==> src/rtl/qwh_pkg.sv <==
// types and constants for the queue watermark block
// no dependencies
package qwh_pkg;

  localparam int QWH_DEPTH_BITS = 32;
  localparam int CFG_DATA_W     = 32;
  localparam int CFG_INDEX_W    = 2;
  localparam int PCT_W          = 7;
  localparam int THR_W          = 8;
  localparam int Q_STEPS        = 7;
  localparam int STEP_W         = $clog2(Q_STEPS);

  localparam logic [PCT_W-1:0] PCT_FULL      = 7'd100;
  localparam logic [THR_W-1:0] HIGH_RESET    = 8'd80;
  localparam logic [THR_W-1:0] RECOVER_RESET = 8'd50;

  localparam logic [CFG_INDEX_W-1:0] CFG_CAPACITY = 2'd0;
  localparam logic [CFG_INDEX_W-1:0] CFG_HIGH     = 2'd1;
  localparam logic [CFG_INDEX_W-1:0] CFG_RECOVER  = 2'd2;

  typedef enum logic [1:0] {
    REASON_NONE      = 2'd0,
    REASON_FULL      = 2'd1,
    REASON_FILLING   = 2'd2,
    REASON_RECOVERED = 2'd3
  } qwh_reason_t;

  typedef enum logic [1:0] {
    S_IDLE,
    S_SCALE,
    S_DIV,
    S_RESULT
  } qwh_state_t;

  typedef struct packed {
    logic done;
    logic full;
  } qwh_scale_stat_t;

  typedef struct packed {
    logic             done;
    logic [PCT_W-1:0] quot;
  } qwh_div_stat_t;

endpackage

==> src/rtl/qwh_scale.sv <==
// bit-serial multiply of depth by 100 and depth >= capacity compare
// depends on qwh_pkg
module qwh_scale
  import qwh_pkg::*;
#(
  parameter int DEPTH_BITS = QWH_DEPTH_BITS
) (
  input  logic                    clk,
  input  logic                    rst,
  input  logic                    start,
  input  logic [DEPTH_BITS-1:0]   depth,
  input  logic [DEPTH_BITS-1:0]   cap,
  output logic [DEPTH_BITS+6:0]   prod,
  output qwh_scale_stat_t         stat
);

  localparam int NW = DEPTH_BITS + 7;
  localparam int CW = $clog2(NW);

  logic [DEPTH_BITS-1:0] d_sr;
  logic [DEPTH_BITS-1:0] c_sr;
  logic [5:0]            win;
  logic [1:0]            carry;
  logic                  borrow;
  logic [NW-1:0]         n_sr;
  logic [CW-1:0]         cnt;
  logic                  busy;
  logic                  done;

  logic       dk;
  logic       cb;
  logic [2:0] sum;

  // 100*d = (d<<6) + (d<<5) + (d<<2), win[i] holds d[k-1-i]
  assign dk  = d_sr[0];
  assign cb  = c_sr[0];
  assign sum = {2'b00, win[1]} + {2'b00, win[4]} + {2'b00, win[5]} + {1'b0, carry};

  always_ff @(posedge clk) begin
    if (rst) begin
      busy <= 1'b0;
      done <= 1'b0;
      cnt  <= '0;
    end else begin
      done <= 1'b0;
      if (start) begin
        busy <= 1'b1;
        cnt  <= '0;
      end else if (busy) begin
        if (cnt == CW'(NW - 1)) begin
          busy <= 1'b0;
          done <= 1'b1;
        end else begin
          cnt <= cnt + 1'b1;
        end
      end
    end
  end

  always_ff @(posedge clk) begin
    if (start) begin
      d_sr   <= depth;
      c_sr   <= cap;
      win    <= '0;
      carry  <= '0;
      borrow <= 1'b0;
    end else if (busy) begin
      d_sr   <= {1'b0, d_sr[DEPTH_BITS-1:1]};
      c_sr   <= {1'b0, c_sr[DEPTH_BITS-1:1]};
      win    <= {win[4:0], dk};
      carry  <= sum[2:1];
      n_sr   <= {sum[0], n_sr[NW-1:1]};
      // borrow of depth - cap; both streams run out as zeros
      borrow <= (~dk & cb) | (~(dk ^ cb) & borrow);
    end
  end

  assign prod      = n_sr;
  assign stat.done = done;
  assign stat.full = ~borrow;

endmodule

==> src/rtl/qwh_div.sv <==
// bit-serial restoring divider giving floor(prod / cap) for a quotient below 128
// depends on qwh_pkg
module qwh_div
  import qwh_pkg::*;
#(
  parameter int DEPTH_BITS = QWH_DEPTH_BITS
) (
  input  logic                    clk,
  input  logic                    rst,
  input  logic                    start,
  input  logic [DEPTH_BITS+6:0]   prod,
  input  logic [DEPTH_BITS-1:0]   cap,
  output qwh_div_stat_t           stat
);

  localparam int W   = DEPTH_BITS;
  localparam int BCW = $clog2(W + 1);
  localparam int LOW = Q_STEPS - 1;

  logic [W:0]        t_sr;
  logic [W:0]        df_sr;
  logic [W-1:0]      c_sr;
  logic [LOW-1:0]    nlow;
  logic [PCT_W-1:0]  q;
  logic              borrow;
  logic [BCW-1:0]    bcnt;
  logic [STEP_W-1:0] step;
  logic              busy;
  logic              done;

  logic       last_bit;
  logic       tb;
  logic       cb;
  logic       dbit;
  logic       bnext;
  logic [W:0] rot;
  logic [W:0] dfn;
  logic [W:0] sel;

  assign last_bit = (bcnt == BCW'(W));
  assign tb       = t_sr[0];
  assign cb       = last_bit ? 1'b0 : c_sr[0];
  assign dbit     = tb ^ cb ^ borrow;
  assign bnext    = (~tb & cb) | (~(tb ^ cb) & borrow);
  assign rot      = {tb, t_sr[W:1]};
  assign dfn      = {dbit, df_sr[W:1]};
  // restore on borrow, else keep the difference
  assign sel      = bnext ? rot : dfn;

  always_ff @(posedge clk) begin
    if (rst) begin
      busy <= 1'b0;
      done <= 1'b0;
      bcnt <= '0;
      step <= '0;
    end else begin
      done <= 1'b0;
      if (start) begin
        busy <= 1'b1;
        bcnt <= '0;
        step <= '0;
      end else if (busy) begin
        if (last_bit) begin
          bcnt <= '0;
          if (step == STEP_W'(Q_STEPS - 1)) begin
            busy <= 1'b0;
            done <= 1'b1;
          end else begin
            step <= step + 1'b1;
          end
        end else begin
          bcnt <= bcnt + 1'b1;
        end
      end
    end
  end

  always_ff @(posedge clk) begin
    if (start) begin
      t_sr   <= prod[W+6:LOW];
      nlow   <= prod[LOW-1:0];
      c_sr   <= cap;
      q      <= '0;
      borrow <= 1'b0;
    end else if (busy) begin
      df_sr <= dfn;
      if (last_bit) begin
        t_sr   <= {sel[W-1:0], nlow[LOW-1]};
        nlow   <= {nlow[LOW-2:0], 1'b0};
        q      <= {q[PCT_W-2:0], ~bnext};
        borrow <= 1'b0;
      end else begin
        t_sr   <= rot;
        c_sr   <= {c_sr[0], c_sr[W-1:1]};
        borrow <= bnext;
      end
    end
  end

  assign stat.done = done;
  assign stat.quot = q;

endmodule

==> src/rtl/queue_watermark_hysteresis.sv <==
// top level of the queue watermark block with hysteresis flag and peak tracking
// depends on qwh_pkg, qwh_scale, qwh_div
//
//   channel  signals                                   direction
//   obs      obs_valid/obs_ready, action, depth        in
//   res      res_valid/res_ready, reason, fill/peak    out
//   cfg      cfg_wen, cfg_index, cfg_wdata             in, write only
//
// clear action or zero capacity: no arithmetic pass, the FSM goes straight to the result state
// depth at or above capacity: the result follows the serial x100 pass and its compare
// otherwise the bit-serial divider runs after the x100 pass before the result is loaded
// one item in flight; a waiting result sits in the output register while the next one runs
// synchronous reset clears state, flags and config registers to their reset values; payload registers are not reset
module queue_watermark_hysteresis
  import qwh_pkg::*;
#(
  parameter int DEPTH_BITS = QWH_DEPTH_BITS
) (
  input  logic                   clk,
  input  logic                   rst,
  input  logic                   obs_valid,
  output logic                   obs_ready,
  input  logic                   action,
  input  logic [DEPTH_BITS-1:0]  depth,
  output logic                   res_valid,
  input  logic                   res_ready,
  output logic [1:0]             reason,
  output logic [PCT_W-1:0]       fill_percent,
  output logic [PCT_W-1:0]       peak_percent,
  input  logic                   cfg_wen,
  input  logic [CFG_INDEX_W-1:0] cfg_index,
  input  logic [CFG_DATA_W-1:0]  cfg_wdata
);

  logic [CFG_DATA_W-1:0] queue_capacity;
  logic [THR_W-1:0]      high_percent;
  logic [THR_W-1:0]      recover_percent;
  logic                  above_high;
  logic [PCT_W-1:0]      peak_fill;

  qwh_state_t state, state_next;

  logic [DEPTH_BITS-1:0] cap_w;
  logic                  cap_zero;
  logic [DEPTH_BITS+6:0] prod;
  qwh_scale_stat_t       scale_stat;
  qwh_div_stat_t         div_stat;

  logic             scale_start;
  logic             div_start;
  logic             res_load;
  logic             obs_beat;

  logic [PCT_W-1:0] pct_q;
  logic             full_q;
  logic             calc_q;
  logic             clr_q;

  qwh_reason_t      reason_n;
  qwh_reason_t      reason_q;
  logic [PCT_W-1:0] peak_n;
  logic             above_n;

  assign cap_w    = DEPTH_BITS'(queue_capacity);
  assign cap_zero = (cap_w == '0);
  assign obs_beat = obs_valid && obs_ready;

  qwh_scale #(.DEPTH_BITS(DEPTH_BITS)) u_scale (
    .clk   (clk),
    .rst   (rst),
    .start (scale_start),
    .depth (depth),
    .cap   (cap_w),
    .prod  (prod),
    .stat  (scale_stat)
  );

  qwh_div #(.DEPTH_BITS(DEPTH_BITS)) u_div (
    .clk   (clk),
    .rst   (rst),
    .start (div_start),
    .prod  (prod),
    .cap   (cap_w),
    .stat  (div_stat)
  );

  always_ff @(posedge clk) begin
    if (rst) begin
      state <= S_IDLE;
    end else begin
      state <= state_next;
    end
  end

  always_comb begin
    state_next  = state;
    obs_ready   = 1'b0;
    scale_start = 1'b0;
    div_start   = 1'b0;
    res_load    = 1'b0;
    unique case (state)
      S_IDLE: begin
        obs_ready = 1'b1;
        if (obs_valid) begin
          if (!action && !cap_zero) begin
            scale_start = 1'b1;
            state_next  = S_SCALE;
          end else begin
            state_next  = S_RESULT;
          end
        end
      end
      S_SCALE: begin
        if (scale_stat.done) begin
          if (scale_stat.full) begin
            state_next = S_RESULT;
          end else begin
            div_start  = 1'b1;
            state_next = S_DIV;
          end
        end
      end
      S_DIV: begin
        if (div_stat.done) begin
          state_next = S_RESULT;
        end
      end
      S_RESULT: begin
        if (!res_valid || res_ready) begin
          res_load   = 1'b1;
          state_next = S_IDLE;
        end
      end
      default: state_next = S_IDLE;
    endcase
  end

  // item bookkeeping, payload only
  always_ff @(posedge clk) begin
    if (obs_beat) begin
      clr_q  <= action;
      calc_q <= !action && !cap_zero;
      full_q <= 1'b0;
      pct_q  <= '0;
    end else if (state == S_SCALE && scale_stat.done && scale_stat.full) begin
      full_q <= 1'b1;
      pct_q  <= PCT_FULL;
    end else if (state == S_DIV && div_stat.done) begin
      pct_q  <= div_stat.quot;
    end
  end

  always_comb begin
    reason_n = REASON_NONE;
    peak_n   = peak_fill;
    above_n  = above_high;
    if (clr_q) begin
      peak_n  = '0;
      above_n = 1'b0;
    end else if (calc_q) begin
      if (pct_q > peak_fill) begin
        peak_n = pct_q;
      end
      priority if (full_q) begin
        above_n  = 1'b1;
        reason_n = REASON_FULL;
      end else if ({1'b0, pct_q} >= high_percent) begin
        if (!above_high) begin
          above_n  = 1'b1;
          reason_n = REASON_FILLING;
        end
      end else if ({1'b0, pct_q} < recover_percent) begin
        if (above_high) begin
          above_n  = 1'b0;
          reason_n = REASON_RECOVERED;
        end
      end
    end
  end

  always_ff @(posedge clk) begin
    if (rst) begin
      above_high <= 1'b0;
      peak_fill  <= '0;
      res_valid  <= 1'b0;
    end else begin
      if (res_load) begin
        above_high <= above_n;
        peak_fill  <= peak_n;
        res_valid  <= 1'b1;
      end else if (res_ready) begin
        res_valid  <= 1'b0;
      end
    end
  end

  always_ff @(posedge clk) begin
    if (res_load) begin
      reason_q     <= reason_n;
      fill_percent <= pct_q;
      peak_percent <= peak_n;
    end
  end

  assign reason = reason_q;

  always_ff @(posedge clk) begin
    if (rst) begin
      queue_capacity  <= '0;
      high_percent    <= HIGH_RESET;
      recover_percent <= RECOVER_RESET;
    end else if (cfg_wen) begin
      case (cfg_index)
        CFG_CAPACITY: queue_capacity  <= cfg_wdata;
        CFG_HIGH:     high_percent    <= cfg_wdata[THR_W-1:0];
        CFG_RECOVER:  recover_percent <= cfg_wdata[THR_W-1:0];
        default: ;
      endcase
    end
  end

endmodule

==> config.mk <==
export PLATFORM = sky130hd
export DESIGN_NAME = queue_watermark_hysteresis
export DESIGN_NICKNAME = d
export VERILOG_FILES = /design/src/rtl/qwh_pkg.sv /design/src/rtl/qwh_scale.sv /design/src/rtl/qwh_div.sv /design/src/rtl/queue_watermark_hysteresis.sv
export SDC_FILE = /design/constraint.sdc
export NUM_CORES = 1
export LEC_CHECK = 0
export BUFFER_PORTS_ARGS = -buffer_cell sky130_fd_sc_hd__clkbuf_2
export CORE_ASPECT_RATIO = 2
export CORE_MARGIN = 2
export CORE_UTILIZATION = 30
export CTS_CLUSTER_DIAMETER = 150
export DETAILED_ROUTE_END_ITERATION = 8
export PLACE_DENSITY = 0.48
export SLEW_MARGIN = 20
export SYNTH_ARGS = -nofsm -noshare
export SYNTH_HDL_FRONTEND = slang
export SYNTH_SLANG_ARGS = --single-unit
==> constraint.sdc <==
create_clock -name clk -period 3.84 [get_ports clk]
set_clock_uncertainty 0.1 [all_clocks]
set_input_delay 0.576 -clock clk [delete_from_list [all_inputs] [get_ports clk]]
set_output_delay 0.576 -clock clk [all_outputs]
set_load 0.01 [all_outputs]
-- After elaboration in Yosys (flattened, before gate mapping)
Cells that the tools add are included.
- $add $sub $neg: 6
- magnitude comparators: 3
- equal/unequal tests: 14
- multiplexer cells: 59
- bitwise operators: 23
- reductions and logical operators: 39
- operators with widths (cell ; number):
    two-way mux 32 bit ; 8
    two-way mux 33 bit ; 3
    two-way mux 7 bit ; 5
    zero test 32 bit ; 1
    two-way mux 1 bit ; 29
    two-way mux 6 bit ; 4
    AND reduction 2 bit ; 10
    two-way mux 2 bit ; 9
    inverter 1 bit ; 14
    adder 6 x 1 -> 6 bit (second input constant) ; 2
    == test 6 bit (second input constant) ; 2
    nonzero test 2 bit ; 6
    greater-or-equal comparator 7 x 8 -> 1 bit ; 1
    < comparator 7 x 8 -> 1 bit ; 1
    case mux 2 bit (4 select lines) ; 1
    OR reduction 2 bit ; 4
    > comparator 7 bit ; 1
    == test 2 bit (second input constant) ; 3
    != test 2 bit (second input constant) ; 3
    AND reduction 3 bit ; 2
    OR reduction 3 bit ; 2
    logical AND 1 bit ; 5
    bitwise AND 1 bit ; 4
    == test 2 x 1 -> 1 bit (second input constant) ; 2
    15 further kinds ; 22
- register bits after elaboration: 328
- bits of input ports: 72
- output and inout port bits: 18
- word-level logic and storage cells: 180

-- Logic depth before layout (Yosys ltp)
- depth after elaboration: 10
- depth in mapped cells: 8
- gate-level depth less buffers: 7

-- Hierarchy
A second synthesis with hierarchy kept.
- cell total of the unflattened synthesis: 1088
- area, all modules: 13782.0 µm²
- by module, submodules not included (module ; instances ; cells each ; area each (µm²) ; seq. area each (µm²)):
    qwh_div ; 1 ; 407 ; 5337.6 ; 3473.3
    qwh_scale ; 1 ; 256 ; 4664.5 ; 3433.3
    queue_watermark_hysteresis ; 1 ; 425 ; 3779.9 ; 1881.8

-- Worst setup path after synthesis
Ideal clock, no wire load.
- kind: reg2reg
- from: register queue_capacity[17] (netlist: cap_w[17])
- to: register u_scale.n_sr[0] (netlist: u_scale.prod[0]), enable pin
- library setup time: 435 ps
- arrival time: 2893 ps
- data required time: 3305 ps
- setup slack: 412 ps
- stages on the path, launching flop included: 7
- buffers on the path: 1
- clock period less this slack: 3428 ps
- path through: dfxtp_1 nor4_1 nand4_1 nor2_1 nor3_1 clkbuf_1 nor2_1
- word-level cells in the longest chain between the ends: 8
- ends and longest elaborated chain (element ; RTL line ; text):
    start, declared ; queue_watermark_hysteresis.sv:35 ; logic [CFG_DATA_W-1:0] queue_capacity;
    start signal, assigned ; queue_watermark_hysteresis.sv:214 ; CFG_CAPACITY: queue_capacity <= cfg_wdata;
    zero test 32 bit ; queue_watermark_hysteresis.sv:65 ; assign cap_zero = (cap_w == '0);
    zero test 1 bit ; queue_watermark_hysteresis.sv:105 ; if (!action && !cap_zero) begin
    logical AND 1 bit ; queue_watermark_hysteresis.sv:105 ;
    two-way mux 1 bit ; queue_watermark_hysteresis.sv:105 ;
    two-way mux 1 bit ; queue_watermark_hysteresis.sv:104 ; if (obs_valid) begin
    two-way mux 1 bit ; queue_watermark_hysteresis.sv:101 ; unique case (state)
    inverter 1 bit (no source line) ; - ;
    AND reduction 2 bit (no source line) ; - ;
    end signal, assigned ; qwh_scale.sv:72 ; n_sr <= {sum[0], n_sr[NW-1:1]};
    end, declared ; qwh_scale.sv:25 ; logic [NW-1:0] n_sr;
Every way passes these cells.
A chain may end at the register's enable or synchronous reset.

-- Final worst setup path
- from: register queue_capacity[25] (netlist: cap_w[25])
- to: register u_scale.d_sr[23], enable pin
- word-level cells in the longest chain between the ends: 7
- ends and longest elaborated chain (element ; RTL line ; text):
    zero test 32 bit ; queue_watermark_hysteresis.sv:65 ;
    zero test 1 bit ; queue_watermark_hysteresis.sv:105 ;
    logical AND 1 bit ; queue_watermark_hysteresis.sv:105 ;
    two-way mux 1 bit ; queue_watermark_hysteresis.sv:105 ;
    two-way mux 1 bit ; queue_watermark_hysteresis.sv:104 ;
    two-way mux 1 bit ; queue_watermark_hysteresis.sv:101 ;
    nonzero test 2 bit (no source line) ; - ;
    end signal, assigned ; qwh_scale.sv:62 ; d_sr <= depth;
    end signal, assigned ; qwh_scale.sv:68 ; d_sr <= {1'b0, d_sr[DEPTH_BITS-1:1]};
    end, declared ; qwh_scale.sv:20 ; logic [DEPTH_BITS-1:0] d_sr;
Every way passes these cells.

==> flow_metrics.env <==
export IMPL_rows=109
export IMPL_yosysUniqueCellTypes=56
export IMPL_avgSynthCellArea_um2=12.2
export IMPL_grt_overflow_total=0
export IMPL_arrival_ns=2.72
export IMPL_synth_top_flop_cell="edfxtp_1"
export IMPL_synth_nets=1211
export IMPL_hpwlAfterDp_um=19800
export IMPL_cts_buffers=30
export IMPL_fill_cells=4502
export IMPL_cts_tree="yes"
export IMPL_finalSetupViolCount=0
export IMPL_rrSetupSlack_ns=1.15
export IMPL_wl_um=29700
export IMPL_synth_xor_area_share_pct=0.718
export IMPL_period_needed_ns=2.69
export IMPL_clkSlewWorstSetupHoldPaths_ns=0.07
export IMPL_drive_gt1_share_pct=18.5
export IMPL_synthSimpleGateAreaFrac_pct=11.9
export IMPL_via_per_inst=4.67
export IMPL_drv_cap=0
export IMPL_power_leakage_uw=0.00593
export IMPL_tightest_slew_ns=1.01
export IMPL_synth_seq_cells=327
export IMPL_vias=8253
export IMPL_grt_pass1_vias=8781
export IMPL_drt_iter0_drc=411
export IMPL_async_flop_share_pct=0
export IMPL_antenna_found_initial=0
export IMPL_dr_pass1_iters=4
export IMPL_fin_ws_ns=1.15
export IMPL_post_cts_buffers=0
export IMPL_place_gp_congestion=0.754
export IMPL_htreeDepth=1
export IMPL_start_util_pct=30.4
export IMPL_p_per_area_mw_per_mm2=550
export IMPL_synth_area_mux_share_pct=9.61
export IMPL_ioPinCount=90
export IMPL_wl_per_cell_um=16.8
export IMPL_grt_max_degree=74
export IMPL_cts_root_buf="clkbuf_16"
export IMPL_crit_required_ns=3.87
export IMPL_cts_hold_buf=0
export IMPL_worstPathMaxFanout=64
export IMPL_clock_latency_ns=0.58
export IMPL_antenna_cells=0
export IMPL_die_y_um=303
export IMPL_synth_edf_count=224
export IMPL_crit_start="cap_w[25]"
export IMPL_max_clock_path_buffers=3
export IMPL_fmax_mhz=372
export IMPL_whs_ns=0.116
export IMPL_cts_sinks=327
export IMPL_reg2reg_from="cap_w[25]"
export IMPL_synth_compound_area_share_pct=6.01
export IMPL_cts_resized=0
export IMPL_min_from="cfg_wdata[22]"
export IMPL_portBuffers=89
export IMPL_period_share_pct=70.0
export IMPL_finalHoldViolCount=0
export IMPL_end_kind="register"
export IMPL_seqCellArea_mm2=0.00879
export IMPL_worstSetupPathType="register to register"
export IMPL_nets=1295
export IMPL_syn_inst=1104
export IMPL_place_area_mm2=0.0145
export IMPL_coreArea_mm2=0.0442
export IMPL_syn_to_final_growth_pct=15.4
export IMPL_maxSlewHeadroom_pct=32.5
export IMPL_grtUsageTotal_pct=12.7
export IMPL_drt_antenna_violating_nets=0
export IMPL_synth_area_mm2=0.0134
export IMPL_worstSetupStartpointType="register"
export IMPL_fin_area_mm2=0.0155
export IMPL_irDropWorstVdd_uv=400
export IMPL_finalSetupTns_ns=0
export IMPL_synth_fa_ha_area_share_pct=3.43
export IMPL_grt_pass1_wl_um=47600
export IMPL_status="finished clean"
export IMPL_rsz0062_at_grt="no"
export IMPL_die_area_mm2=0.0465
export IMPL_ys_seq_area_share_pct=65.5
export IMPL_multi_input_area_mm2=0.00428
export IMPL_synth_warnings=0
export IMPL_synth_top_family_by_area="simple AND/OR/NAND/NOR gates"
export IMPL_hp_class="input port to register"
export IMPL_place_ws_ns=1.05
export IMPL_slew_viol_final=0
export IMPL_drc_errors=0
export IMPL_fp_dieW_um=154
-- worst max-delay path, stage by stage (launching register included) --
cell,delay [ns]
dfxtp_1,0.33
nor4_1,0.49
nand4_1,0.25
o211ai_4,0.24
buf_4,0.28
nand2_4,0.50
-- metal layers --
layer | global-route usage (%) | vias to the layer above | share of wire, %
li1 | - | 4057 | -
met1 | 14.4 | 3997 | 41
met2 | 23.8 | 154 | 53
met3 | 2.21 | 45 | 3.8
met4 | 4.70 | 0 | 2.8
met5 | 0 | - | 0
-- report_power, final --
part           internal (µW)  switching (µW)
Clock                   1810            1340
Sequential              4290             182
Combinational            369             527
Total                   6470            2050
-- cells in the mapped netlist (2+ instances only) --
master,count,area share [%]
nand2_1,273,7.6
edfxtp_1,224,50
dfxtp_1,103,15
mux2_2,63,5.3
a21oi_1,58,2.2
mux2i_1,58,4.3
nor2_1,50,1.4
o21ai_0,44,1.6
inv_1,42,1.2
clkbuf_1,40,1.1
ha_1,32,3.0
nor4_1,11,0.51
nand4_1,8,0.37
nor3_1,7,0.26
xor2_1,7,0.46
o32ai_1,6,0.39
a21o_1,4,0.22
a31oi_1,4,0.19
and2_1,4,0.19
nand3_1,4,0.15
nand3b_1,4,0.22
xnor2_1,4,0.26
a211oi_1,3,0.17
buf_2,3,0.11
buf_4,3,0.17
buf_6,3,0.25
fa_1,3,0.45
nor3b_1,3,0.17
o21a_1,3,0.17
and3_1,2,0.093
nand2b_1,2,0.093
nor2b_1,2,0.093
o211ai_1,2,0.11
o22ai_1,2,0.093
or3_1,2,0.093
-- sequential cells by signal, indices dropped and copies added (netlist names), 7 cells and up --
signal / count
recover_percent: 8
cap_w: 32
u_div.df_sr: 32
u_scale.prod: 39
peak_percent: 7
u_scale.d_sr: 32
fill_percent: 7
u_scale.c_sr: 32
peak_fill: 7
pct_q: 7
u_div.t_sr: 33
high_percent: 8
u_div.c_sr: 32
u_div.q: 7
-- layout by cell type (no fill, tap or decap), types with 5 or more instances in the layout --
master / netlist / final
a21oi_1: 58 / 58
buf_4: 3 / 13
clkbuf_1: 40 / 10
clkbuf_16: 0 / 31
clkbuf_2: 0 / 89
clkinv_2: 0 / 5
dfxtp_1: 103 / 103
edfxtp_1: 224 / 224
ha_1: 32 / 32
inv_1: 42 / 42
mux2_2: 63 / 63
mux2i_1: 58 / 58
nand2_1: 273 / 272
nand4_1: 8 / 8
nor2_1: 50 / 48
nor3_1: 7 / 6
nor4_1: 11 / 11
o21ai_0: 44 / 44
o32ai_1: 6 / 6
xor2_1: 7 / 7
-- worst paths after layout --
kind / to / depth (start not counted)
worst min register to register: u_div.df_sr[17] / 0
worst max register to register: u_scale.d_sr[23] / 5
worst min-delay path: cap_w[22] / 3
worst max-delay path: u_scale.d_sr[23] / 5
-- layout make-up --
cell class / count / area share (%)
clock inverter: 12 / 1.11
sequential: 327 / 56.7
tap: 555 / 4.48
inverter: 42 / 1.02
multi-input combinational: 685 / 27.6
clock buffer: 44 / 5.52
timing repair buffer: 102 / 3.50
-- metrics by stage --
stage / util, % / total power [µW] / std cells
after floorplan: - / 5140 / 1104
after CTS: 35.1 / 8670 / 1767
after global routing: 35.1 / 8900 / 1767
final: 35.1 / 8520 / 1767
after detailed placement: 32.7 / 5470 / 1711
after global placement: 32.7 / 5450 / 1711
-- logic make-up after synthesis --
| logic type | Yosys count |
|---|---|
| and+or+nand+nor | 381 |
| AOI/OAI and AO/OA | 137 |
| muxes | 121 |
| adders and majority gates | 35 |
| DFF | 327 |
| xor gates and xnor gates | 11 |
| buffers and inverters | 92 |
Note: power is estimated with default switching activity, not from simulation.
